**src/sv/nmea_dfr_pkg.sv**
```systemverilog
// ----------------------------------------------------------------------------
// nmea_dfr_pkg
// shared types, character codes and hex decoding for the sentence deframer
// ----------------------------------------------------------------------------
package nmea_dfr_pkg;

	typedef enum logic [2:0] {
		K_DATA    = 3'd0,
		K_OK      = 3'd1,
		K_CHKERR  = 3'd2,
		K_TIMEOUT = 3'd3,
		K_OVERLEN = 3'd4
	} kind_t;

	typedef struct packed {
		kind_t      kind;
		logic [7:0] data_byte;
		logic [7:0] frame_length;
		logic [7:0] received_sum;
		logic [7:0] computed_sum;
	} res_t;

	localparam logic [7:0]  CH_DOLLAR     = 8'h24;
	localparam logic [7:0]  CH_STAR       = 8'h2A;
	localparam logic [7:0]  CH_ZERO       = 8'h30;
	localparam logic [7:0]  CH_NINE       = 8'h39;
	localparam logic [7:0]  CH_LOW_A      = 8'h61;
	localparam logic [7:0]  CH_LOW_Z      = 8'h7A;
	localparam logic [7:0]  CASE_OFS      = 8'h20;
	localparam logic [7:0]  HEX_ALPHA_OFS = 8'd55;
	localparam logic [31:0] TIMEOUT_RESET = 32'd1000;
	localparam logic [8:0]  BUFFER_BYTES  = 9'd128;

	function automatic logic [7:0] hex_digit(input logic [7:0] ch);
		logic [7:0] u;
		u = ch;
		if (u >= CH_LOW_A && u <= CH_LOW_Z) begin
			u = u - CASE_OFS;
		end
		if (u > CH_NINE) begin
			hex_digit = u - HEX_ALPHA_OFS;
		end else begin
			hex_digit = u - CH_ZERO;
		end
	endfunction

endpackage

```
**src/sv/nmea_dfr_core.sv**
```systemverilog
// ----------------------------------------------------------------------------
// nmea_dfr_core
// sentence state machine: xor sum, length count, hex checksum compare
// ----------------------------------------------------------------------------
module nmea_dfr_core (
	input  logic                 clk,
	input  logic                 arst_n,
	input  logic                 cfg_wen,
	input  logic [31:0]          cfg_wdata,
	input  logic                 step,
	input  logic [7:0]           char_in,
	input  logic [31:0]          gap_ticks,
	output logic                 res_valid,
	output nmea_dfr_pkg::res_t   res
);

	typedef enum logic [1:0] {
		PH_IDLE,
		PH_PAYLOAD,
		PH_HEX1,
		PH_HEX2
	} phase_t;

	phase_t      phase_q, phase_d;
	logic [7:0]  sum_q, sum_d;
	logic [7:0]  cnt_q, cnt_d;
	logic [7:0]  hex1_q, hex1_d;
	logic [31:0] timeout_q;
	logic [7:0]  sum_x;
	logic [7:0]  rs;
	logic [8:0]  cnt_next;
	logic [8:0]  cnt_max;

	assign sum_x    = sum_q ^ char_in;
	assign cnt_next = {1'b0, cnt_q} + 9'd1;
	assign cnt_max  = nmea_dfr_pkg::BUFFER_BYTES - 9'd1;
	assign rs       = {nmea_dfr_pkg::hex_digit(hex1_q) << 4}
	                + nmea_dfr_pkg::hex_digit(char_in);

	always_comb begin
		phase_d   = phase_q;
		sum_d     = sum_q;
		cnt_d     = cnt_q;
		hex1_d    = hex1_q;
		res_valid = 1'b0;
		res       = '0;
		unique case (phase_q)
			PH_IDLE: begin
				if (char_in == nmea_dfr_pkg::CH_DOLLAR) begin
					sum_d            = '0;
					hex1_d           = '0;
					cnt_d            = 8'd1;
					phase_d          = PH_PAYLOAD;
					res_valid        = 1'b1;
					res.kind         = nmea_dfr_pkg::K_DATA;
					res.data_byte    = char_in;
					res.frame_length = 8'd1;
				end
			end
			PH_PAYLOAD: begin
				priority if (char_in == nmea_dfr_pkg::CH_STAR) begin
					phase_d = PH_HEX1;
				end else if (gap_ticks > timeout_q) begin
					phase_d          = PH_IDLE;
					res_valid        = 1'b1;
					res.kind         = nmea_dfr_pkg::K_TIMEOUT;
					res.frame_length = cnt_q;
					res.computed_sum = sum_q;
				end else if (cnt_next >= nmea_dfr_pkg::BUFFER_BYTES) begin
					sum_d            = sum_x;
					cnt_d            = cnt_max[7:0];
					phase_d          = PH_IDLE;
					res_valid        = 1'b1;
					res.kind         = nmea_dfr_pkg::K_OVERLEN;
					res.frame_length = cnt_max[7:0];
					res.computed_sum = sum_x;
				end else begin
					sum_d            = sum_x;
					cnt_d            = cnt_next[7:0];
					res_valid        = 1'b1;
					res.kind         = nmea_dfr_pkg::K_DATA;
					res.data_byte    = char_in;
					res.frame_length = cnt_next[7:0];
					res.computed_sum = sum_x;
				end
			end
			PH_HEX1: begin
				hex1_d  = char_in;
				phase_d = PH_HEX2;
			end
			PH_HEX2: begin
				phase_d          = PH_IDLE;
				res_valid        = 1'b1;
				res.kind         = (rs == sum_q) ? nmea_dfr_pkg::K_OK
				                                 : nmea_dfr_pkg::K_CHKERR;
				res.frame_length = cnt_q;
				res.received_sum = rs;
				res.computed_sum = sum_q;
			end
			default: begin
				phase_d = PH_IDLE;
			end
		endcase
	end

	always_ff @(posedge clk or negedge arst_n) begin
		if (!arst_n) begin
			phase_q   <= PH_IDLE;
			sum_q     <= '0;
			cnt_q     <= '0;
			hex1_q    <= '0;
			timeout_q <= nmea_dfr_pkg::TIMEOUT_RESET;
		end else begin
			if (cfg_wen) begin
				timeout_q <= cfg_wdata;
			end
			if (step) begin
				phase_q <= phase_d;
				sum_q   <= sum_d;
				cnt_q   <= cnt_d;
				hex1_q  <= hex1_d;
			end
		end
	end

endmodule

```
**src/sv/nmea_sentence_deframer_top.sv**
```systemverilog
// ----------------------------------------------------------------------------
// nmea_sentence_deframer_top
// nmea 0183 sentence deframer with xor checksum check
// ----------------------------------------------------------------------------
// usage:
//   s_* carries one received character per item together with the ticks
//   since the previous character. characters before a dollar sign are
//   dropped. m_* gives one item per frame character (kind data) and one
//   status item per frame: ok, checksum error, timeout or overlength. the star and
//   the two hex checksum characters give no data item. cfg_wen/cfg_wdata write the
//   gap timeout in ticks, only while the block is idle: a user rule, not enforced.
// path and throughput:
//   an accepted character sits in the input register, is run through the
//   sentence state machine when the output register is free, and its result
//   lands in the output register, shown on m_*. while the output does not stall, one
//   character per cycle is taken, set by the single pass through the state machine.
// reset:
//   arst_n clears both valid flags and the state machine; timeout goes to 1000.
// stalls:
//   when m_tready is low the output register holds its item; the input
//   register still fills, and s_tready drops only when both are occupied.
// ----------------------------------------------------------------------------
module nmea_sentence_deframer_top (
	input  logic        clk,
	input  logic        arst_n,
	input  logic        cfg_wen,
	input  logic [31:0] cfg_wdata,
	input  logic        s_tvalid,
	output logic        s_tready,
	input  logic [39:0] s_tdata,   // char_in[7:0], gap_ticks[39:8]
	output logic        m_tvalid,
	input  logic        m_tready,
	output logic [31:0] m_tdata,   // data_byte, frame_length, received_sum, computed_sum
	output logic [2:0]  m_tuser    // kind
);

	logic               valid_s1;
	logic [7:0]         char_s1;
	logic [31:0]        gap_s1;
	logic               valid_s2;
	nmea_dfr_pkg::res_t res_s2;
	logic               out_free;
	logic               step;
	logic               res_valid;
	nmea_dfr_pkg::res_t res;

	assign out_free = !valid_s2 || m_tready;
	assign step     = valid_s1 && out_free;
	assign s_tready = !valid_s1 || out_free;

	always_ff @(posedge clk or negedge arst_n) begin
		if (!arst_n) begin
			valid_s1 <= 1'b0;
		end else if (s_tvalid && s_tready) begin
			valid_s1 <= 1'b1;
		end else if (step) begin
			valid_s1 <= 1'b0;
		end
	end

	always_ff @(posedge clk) begin
		if (s_tvalid && s_tready) begin
			char_s1 <= s_tdata[7:0];
			gap_s1  <= s_tdata[39:8];
		end
	end

	nmea_dfr_core u_core (
		.clk       (clk),
		.arst_n    (arst_n),
		.cfg_wen   (cfg_wen),
		.cfg_wdata (cfg_wdata),
		.step      (step),
		.char_in   (char_s1),
		.gap_ticks (gap_s1),
		.res_valid (res_valid),
		.res       (res)
	);

	always_ff @(posedge clk or negedge arst_n) begin
		if (!arst_n) begin
			valid_s2 <= 1'b0;
		end else if (out_free) begin
			valid_s2 <= step && res_valid;
		end
	end

	always_ff @(posedge clk) begin
		if (out_free) begin
			res_s2 <= res;
		end
	end

	assign m_tvalid = valid_s2;
	assign m_tdata  = {res_s2.computed_sum, res_s2.received_sum,
	                   res_s2.frame_length, res_s2.data_byte};
	assign m_tuser  = res_s2.kind;

endmodule
```
**config.mk**
```make
export PLATFORM = sky130hd
export DESIGN_NAME = nmea_sentence_deframer_top
export DESIGN_NICKNAME = d
export VERILOG_FILES = /design/src/sv/nmea_dfr_pkg.sv /design/src/sv/nmea_dfr_core.sv /design/src/sv/nmea_sentence_deframer_top.sv
export SDC_FILE = /design/constraint.sdc
export NUM_CORES = 1
export LEC_CHECK = 0
export BUFFER_PORTS_ARGS = -buffer_cell sky130_fd_sc_hd__buf_2
export CELL_PAD_IN_SITES_DETAIL_PLACEMENT = 0
export CELL_PAD_IN_SITES_GLOBAL_PLACEMENT = 1
export CORE_ASPECT_RATIO = 0.7
export CORE_MARGIN = 2
export CORE_UTILIZATION = 40
export DETAILED_ROUTE_END_ITERATION = 12
export PLACE_DENSITY_LB_ADDON = 0.1
export SLEW_MARGIN = 20
export SYNTH_ARGS = -nofsm -noshare
export SYNTH_HDL_FRONTEND = slang
export SYNTH_SLANG_ARGS = --single-unit
```
**constraint.sdc**
```tcl
create_clock -name clk -period 4.35 [get_ports clk]
set_input_delay 0.435 -clock clk [delete_from_list [all_inputs] [get_ports clk]]
set_output_delay 0.435 -clock clk [all_outputs]
set_load 0.01 [all_outputs]
```
**Word-level counts from Yosys, hierarchy flattened**

Index checks and enable logic that the tools add are counted.

- Register bits: 135
- Output and inout bits: 37
- Logic and storage cells: 92
- Input bits: 77

- Reduce and logical (&&, ||, !) cells: 16
- Mux-type cells: 36
- Equality and inequality tests: 9
- Bitwise logic cells: 1
- $lt $le $gt $ge: 8
- Add/subtract/negate cells: 8

Operators with widths:

| operator | count |
|---|---|
| $mux 8 | 13 |
| $pmux 8 s2 | 5 |
| $gt 32x32->1 | 1 |
| $sub 8x6->8 const B | 4 |
| $pmux 8 s3 | 1 |
| $mux 19 | 1 |
| $eq 8x6->1 const B | 2 |
| $ge 8x7->1 const B | 2 |
| $gt 8x6->1 const B | 2 |
| $le 8x7->1 const B | 2 |
| $mux 16 | 1 |
| $mux 2 | 5 |
| $add 8x1->9 const B | 1 |
| $ge 9x8->1 const B | 1 |
| $pmux 3 s3 | 1 |
| $add 8x8->8 | 1 |
| $eq 8x8->1 | 1 |
| $pmux 2 s4 | 1 |
| $xor 8x8->8 | 1 |
| $mux 3 | 2 |
| $reduce_and 3->1 | 2 |
| $reduce_bool 2->1 | 3 |
| $logic_and 1x1->1 | 5 |
| $eq 2x2->1 const B | 2 |
| 13 further kinds | 18 |

**Depth between registers and ports, before layout**

Gate-level depths: netlist (run 1).

- Depth after elaboration: 9
- Mapped depth: 22
- Gate-level depth less buffers: 21

**By module**

From an unflattened synthesis (run 1), not the netlist that was laid out.

- Cells, all modules: 623
- Area total of the unflattened synthesis: 7040.5 µm²

Modules (own cells, without submodules):

| module | cells each | times used | sequential area each (µm²) | area each (µm²) |
|---|---|---|---|---|
| nmea_dfr_core | 539 | 1 | 1458.9 | 4698.3 |
| nmea_sentence_deframer_top | 84 | 1 | 2302.2 | 2342.2 |

**Worst setup path before layout (run 1)**

No wires, ideal clock.

- Kind: register -> register
- Start point: reg char_s1[0]
- End point: reg res_s2, in the netlist m_tuser[1], data pin
- Arrival time: 4306 ps
- Data required time: 4083 ps
- Slack: -222 ps
- Clock period less this slack: 4572 ps
- Cell stages (with the launch flop): 22
- Buffers on the path: 0
- Setup time: 267 ps
- Cell sequence: edfxtp_1 -> inv_1 -> ha_1 -> a2bb2oi_1 -> o221ai_1 -> nand3_1 -> nor2_1 -> nor2_1 -> ha_1 -> a31o_2 -> nand2b_1 -> o31a_1 -> and3_1 -> xnor2_1 -> ha_1 -> fa_1 -> xnor2_1 -> xor2_1 -> o2111ai_1 -> a2111oi_0 -> o2111ai_1 -> o2bb2ai_1

RTL lines:

| element | RTL line | text |
|---|---|---|
| start, declared | nmea_sentence_deframer_top.sv:38 | `logic [7:0] char_s1;` |
| start signal, assigned | nmea_sentence_deframer_top.sv:63 | `char_s1 <= s_tdata[7:0];` |
| end signal, assigned | nmea_sentence_deframer_top.sv:90 | `res_s2 <= res;` |
| end, declared | nmea_sentence_deframer_top.sv:41 | `nmea_dfr_pkg::res_t res_s2;` |

==> run metrics, run 1 <==
Area contributors post-synth=edfxtp_1 31%, dfrtp_1 18%, ha_1 8.4%; Starting DRT DRC Count=563; Final Max Slew Viols=0; Post-synth EDFFs=75; Final Instance Count excl. Fillers=1,085; async set-reset flop share out of synthesis=0.4444; Worst R2R Path Depth=21; Internal=0.002902 W; Via Count=5,904; final critical-path share of the clock period=0.9918; crit-path cells=inv_2 > buf_4 > ha_1 > nor2_2 > nand2_2 > nand3_2 > nor2_2 > nor2_2 > ha_2 > a31o_4 > o31a_1 > and3_4 > xnor2_1 > ha_2 > fa_2 > xnor2_2 > xor2_1 > o2111ai_2 > a2111oi_4 > o2111ai_2 > o2bb2ai_1; FMAX=231.8 MHz; Final setup viols=0; RR Startpoint=char_s1[1]; DR pass1 iterations=5; Placed Instances=1,045; max cap viols=0; sequential element share of the synthesized area=0.5135; via/cell ratio=5.441; layout overhead on the synthesized area=23.45%; crit path DAT=4.47 ns; vias in the first global route=5,803; Routed Antenna Nets=0; Reg power frac=0.409; Initial Util=0.4079; Clk pwr share=0.314; Tmin final=4.314 ns; DR WL/cell=19.13 um; final core area utilization=0.5036; clk_lat worst skew=0.43 ns; Clock Path Buffers=2; Synth Instances=696; warnings from Yosys=0; PwrDens=491.5 mW/mm^2; die width=165.7 um; I/O pin count=114; Yosys cell types=69; HPWL after detailed placement=15.04 mm; Peak VDD IR=0.0002346 V; ant diodes=0; Synth area leader=edfxtp_1; total CTS buffers=17; Psw=0.001543 W; Top FF cell, synth=edfxtp_1; Yosys top cell area share=0.3075; reg2reg end=m_tuser[1]; GRT overflow=0; Critical Path Source Type=flip-flop; first-pass GRT wire length=32.65 mm; average size of a mapped cell=10.52 sq um; drt total wl=20.76 mm; clk sinks=135; root buf cell=clkbuf_16; GPL Wtd Cong=0.9096; worst rel slew slack=0.3237; Post-Syn Area=0.007325 sq mm; RSZ-0062 raised after global routing=yes; final hold vios=0; Synth Net Count=823; final setup margin=0.03585 ns; Crit path required time=4.50 ns; outcome=complete, no violations; setup TNS=0 ns; nets=963; Slowest-stage cell, CP=edfxtp_1; CTS tree=yes; critical path type=flip-flop to flip-flop; die area=0.01943 sq mm; H-tree depth=4; Core ar.=0.01795 sq mm; CP Capture Type=flip-flop; most common cell in the netlist=nand2_1; die height=117.2 um; # fillers=1,661; Yosys reg bits=135; cts hold-fix bufs=0; Worst Tran Pin Value=1.014 ns; Worst path top cell family by delay=compound AO/OA/AOI/OAI gates; IO buf count=113; WP depth=21; detailed-route DRC error count=0; r2r setup slk=0.04 ns; Worst-path clk slew=0.07 ns; pre-CTS setup slack=-0.2088 ns; HP Class=input port to async pin; crit-path most repeated cell=nor2_2; maximum number of pins on one net before global-route repair=64; initial antenna violation count=0; Total Routing Usage GR=0.2194; Sw Share=0.3471; Crit Path Max Fanout=4; row cnt=41; static leakage=3.946 nW; clk_skew=0.01327 ns; share of layout cells above drive strength 1=0.2792; Commonest cells post-synth=86 x nand2_1, 75 x edfxtp_1, 59 x o21ai_0; Gate power share=0.276; Bufs and invs on worst path=2; delay of the slowest critical-path stage=0.44 ns
## what timing repair did
| item | CTS | global route |
|---|---|---|
| resized for setup | 3 | 20 |
| buffers inserted | 2 | 6 |
| endpoints found under the setup margin | 2 | 3 |
| pin swaps | 1 | 8 |
## layout make-up
cell class,instances,area [sq um],area share
clock buffers,19,432.9,0.04788
multi-input cells,476,3346,0.3700
repair buffers,158,903.4,0.09990
flip-flops and latches,135,3761,0.4159
inverters,48,180.2,0.01993
clock inverters,13,123.9,0.01370
well taps,236,295.3,0.03266
## worst reg2reg max path, delay by kind of cell, from the launching register on
| kind | cells | cell delay [ns] |
|---|---|---|
| adders and majority gates | 4 | 0.89 |
| DFF | 1 | 0.44 |
| xor gates and xnor gates | 3 | 0.53 |
| AOI/OAI and AO/OA | 6 | 1.38 |
| and+or+nand+nor | 6 | 0.56 |
| buffers and inverters | 2 | 0.23 |
## registers in the layout, summed over array words and instances, names as in the netlist, 3 cells and up, named ones only
| signal | cells |
|---|---|
| u_core.sum_q | 8 |
| u_core.hex1_q | 8 |
| u_core.timeout_q | 32 |
| m_tdata | 32 |
| u_core.cnt_q | 8 |
| m_tuser | 3 |
| gap_s1 | 32 |
| char_s1 | 8 |
## logic make-up (layout without fill, tap and decap cells)
group / Yosys count / count (layout) / synth area share
AO/OA/AOI/OAI: 185 / 185 / 0.1739
XOR/XNOR: 21 / 21 / 0.02802
adder cells (fa/ha/maj): 50 / 50 / 0.08644
buffers and inverters: 85 / 238 / 0.04800
flip-flops: 135 / 135 / 0.5135
multiplexers: 4 / 4 / 0.006491
AND/OR/NAND/NOR: 216 / 216 / 0.1437
## metal layers
layer,GRT usage,vias up,routed length (um)
li1,-,2844,-
met1,0.3186,2847,10250
met3,0.04943,21,1254
met4,0.06029,0,220
met2,0.3320,192,9035
met5,0,-,0
## power by group through the flow
stage | Sequential, W | Combinational [W] | Clock [W]
floorplan | 0.00184 | 0.000686 | 0
global placement | 0.00183 | 0.00116 | 0
finish | 0.00182 | 0.00123 | 0.00140
detailed placement | 0.00184 | 0.00117 | 0
global route | 0.00185 | 0.00136 | 0.00148
CTS | 0.00181 | 0.00118 | 0.00142
## metrics by stage
step / area (sq um) / hold WS (ns) / total power [W]
detailed placement: 8313 / 0.4951 / 0.003008
CTS: 8895 / 0.08091 / 0.004421
global placement: 8313 / 0.4944 / 0.002993
floorplan: 7342 / 0.1394 / 0.002524
finish: 9042 / 0.04871 / 0.004445
global route: 9042 / 0.09205 / 0.004688
## worst max path at each step
| stage | start | end | slack [ns] |
|---|---|---|---|
| 2_1_floorplan | char_s1[1] | m_tuser[1] | 0.01 |
| 3_3_place_gp | char_s1[0] | m_tuser[1] | 0.004 |
| 3_5_place_dp | char_s1[1] | m_tuser[1] | -0.21 |
| 4_1_cts | char_s1[0] | m_tuser[1] | -0.04 |
| 5_1_grt | char_s1[1] | m_tuser[1] | -0.27 |
| 6_report | char_s1[1] | m_tuser[1] | 0.04 |
## placed cells by master, fill, tap and decap left out, types with 12 or more instances in the layout
master	instances
buf_2	113
nand2_1	85
edfxtp_1	75
o21ai_0	59
dfrtp_1	54
inv_1	45
ha_1	45
buf_4	45
nor2_1	24
nor3_1	24
a21oi_1	21
clkbuf_16	17
o311ai_0	15
xnor2_1	14
nand3_1	13
o211ai_1	12
Note: power is estimated with default switching activity, not from simulation.
==> run 2, diff against run 1 <==
ABC_AREA = 1   (was not set)
CORE_UTILIZATION = 39   (was 40)
CTS_CLUSTER_SIZE = 10   (was not set)
==> run 2 against run 1 <==
- flip-flop and latch count unchanged
- routed wire length decreased by 14%
- hold slack improved by 0.064 ns
- global-route usage fell by 1.8 points
- critical path type unchanged
- largest cell class unchanged
==> run metrics, run 2 <==
Synth Net Count=845; first-pass GRT wire length=28.39 mm; Top FF cell, synth=edfxtp_1; layout overhead on the synthesized area=22.76%; Worst path top cell family by delay=simple AND/OR/NAND/NOR gates; Peak VDD IR=0.0002999 V; via/cell ratio=4.998; Psw=0.001579 W; HP Class=input port to async pin; ant diodes=0; Yosys cell types=40; delay of the slowest critical-path stage=0.56 ns; setup TNS=0 ns; warnings from Yosys=0; Post-synth EDFFs=75; Yosys top cell area share=0.3267; clk_skew=0.008200 ns; Critical Path Source Type=flip-flop; Via Count=5,473; most frequent cells in the layout=146 x nand2_1, 113 x buf_2, 90 x inv_1; H-tree depth=4; Yosys reg bits=135; root buf cell=clkbuf_16; Area contributors post-synth=edfxtp_1 33%, dfrtp_1 20%, ha_1 8.9%; Commonest cells post-synth=146 x nand2_1, 93 x inv_1, 75 x edfxtp_1; Slowest-stage cell, CP=fa_1; vias in the first global route=5,437; Crit path required time=4.54 ns; async set-reset flop share out of synthesis=0.4444; row cnt=40; Total Routing Usage GR=0.2017; Synth Instances=718; GPL Wtd Cong=0.8508; most common cell in the netlist=nand2_1; Final Max Slew Viols=0; Post-Syn Area=0.006894 sq mm; Gate power share=0.282; drt total wl=17.82 mm; DR WL/cell=16.28 um; Final Instance Count excl. Fillers=1,095; Internal=0.003059 W; total CTS buffers=17; worst rel slew slack=0.3587; static leakage=4.009 nW; initial antenna violation count=0; average size of a mapped cell=9.602 sq um; Routed Antenna Nets=0; Worst-path clk slew=0.06 ns; Sw Share=0.3404; Clock Path Buffers=2; # fillers=1,684; crit path DAT=4.19 ns; outcome=complete, no violations; critical path type=flip-flop to flip-flop; crit-path most repeated cell=nand2_1; Core ar.=0.01722 sq mm; die height=115.2 um; share of layout cells above drive strength 1=0.2234; RR Startpoint=char_s1[0]; clk sinks=135; detailed-route DRC error count=0; Initial Util=0.4004; GRT overflow=0; Clk pwr share=0.321; sequential element share of the synthesized area=0.5456; commonest non-fill, non-tap cell in the layout=nand2_1; Synth area leader=edfxtp_1; Crit. Startpoint=char_s1[0]; Final setup viols=0; I/O pin count=114; Crit Path Max Fanout=6; HPWL after detailed placement=12.85 mm; nets=978; final critical-path share of the clock period=0.9197; CP Capture Type=flip-flop; DR pass1 iterations=5; Placed Instances=1,056; die width=162.9 um; final hold vios=0; Reg power frac=0.398; Tmin final=4.001 ns; FMAX=250.0 MHz; clk_lat worst skew=0.43 ns; final core area utilization=0.4916; die area=0.01877 sq mm; Bufs and invs on worst path=4; max cap viols=0; cts hold-fix bufs=0; Starting DRT DRC Count=337; IO buf count=113; maximum number of pins on one net before global-route repair=64; Worst Tran Pin Value=0.9605 ns; PwrDens=548.0 mW/mm^2; CTS tree=yes
run 2: cell count changes after synthesis, sizes merged, moves of 10 or more:
cell    previous run  this run
o31ai             12         1
nand2b            11         0
nor3              26        11
o211ai            13         2
o21ai             60        79
nand3             14        61
nor2              28        38
a211oi            12         0
inv               48        98
o311ai            15         0
clkbuf            26        12
nand2             86       149
run 2: layout make-up:
class / count / area [sq um] / area share
flip-flops and latches: 135 / 3761 / 0.4444
repair buffers: 131 / 700.7 / 0.08279
multi-input cells: 467 / 2736 / 0.3233
clock buffers: 17 / 425.4 / 0.05027
well taps: 231 / 289.0 / 0.03415
inverters: 99 / 371.6 / 0.04391
clock inverters: 15 / 178.9 / 0.02114
run 2: what timing repair did:
item / CTS / global route
setup endpoints to repair: 0 / 3
buffers inserted: 0 / 7
resized for setup: 0 / 9
run 2: final timing paths:
check	slack [ns]	cells after the start	end
min in group clk	0.18	1	gap_s1[22]
hold reg to reg	0.50	2	u_core.timeout_q[6]
setup reg to reg	0.35	25	m_tuser[1]
max in group asynchronous	3.24	2	u_core.timeout_q[3]
setup / recovery	0.35	25	m_tuser[1]
hold / removal	0.11	1	u_core.timeout_q[23]
run 2: power by group through the flow:
stage	combinational, W	clock, W	sequential, W
after floorplan	0.000776	0	0.00189
after global placement	0.00128	0	0.00186
after detailed placement	0.00129	0	0.00187
after CTS	0.00130	0.00152	0.00185
after global routing	0.00148	0.00158	0.00188
final	0.00131	0.00149	0.00185
run 2: kinds of logic (layout without fill, tap and decap cells):
logic type,count (synthesis),count (layout),share of synthesized area
AOI/OAI and AO/OA,123,123,0.09492
xor gates and xnor gates,21,21,0.02867
adders and majority gates,50,50,0.09183
buffers and inverters,116,262,0.06479
DFF,135,135,0.5456
muxes,1,1,0.001633
and+or+nand+nor,272,272,0.1726
run 2: metal layers:
layer	up-vias	wire length, um	GRT usage
li1	2686	-	-
met1	2630	8972	0.2937
met2	131	7558	0.2924
met3	26	999	0.04906
met4	0	293	0.07434
met5	-	0	0
run 2: worst reg2reg max path, stage by stage (launching register included):
cell and delay, ns:
edfxtp_1 0.41, inv_2 0.13, ha_1 0.21, inv_1 0.10, nor2_1 0.10, nand2_1 0.08, nand2_1 0.09, nand2_2 0.09
a21oi_4 0.18, ha_4 0.17, o2111ai_4 0.14, nand3_4 0.14, nand2_1 0.09, xor2_1 0.13, inv_1 0.06, ha_1 0.21
fa_1 0.56, xnor2_1 0.13, nand3_1 0.08, o21bai_1 0.16, nor2_1 0.12, nand3_1 0.11, nor2_2 0.14, nand3_1 0.07
nand2_1 0.06, inv_1 0.04
run 2: stage by stage:
stage	instance area, sq um	power, W	hold slack (ns)	setup slack (ns)
2_1_floorplan	6894	0.002665	0.1394	0.4786
3_3_place_gp	7756	0.003135	0.4828	0.3160
3_5_place_dp	7756	0.003152	0.4908	0.1732
4_1_cts	8361	0.004661	0.1191	0.1481
5_1_grt	8463	0.004941	0.1522	-0.05321
6_report	8463	0.004638	0.1122	0.3494
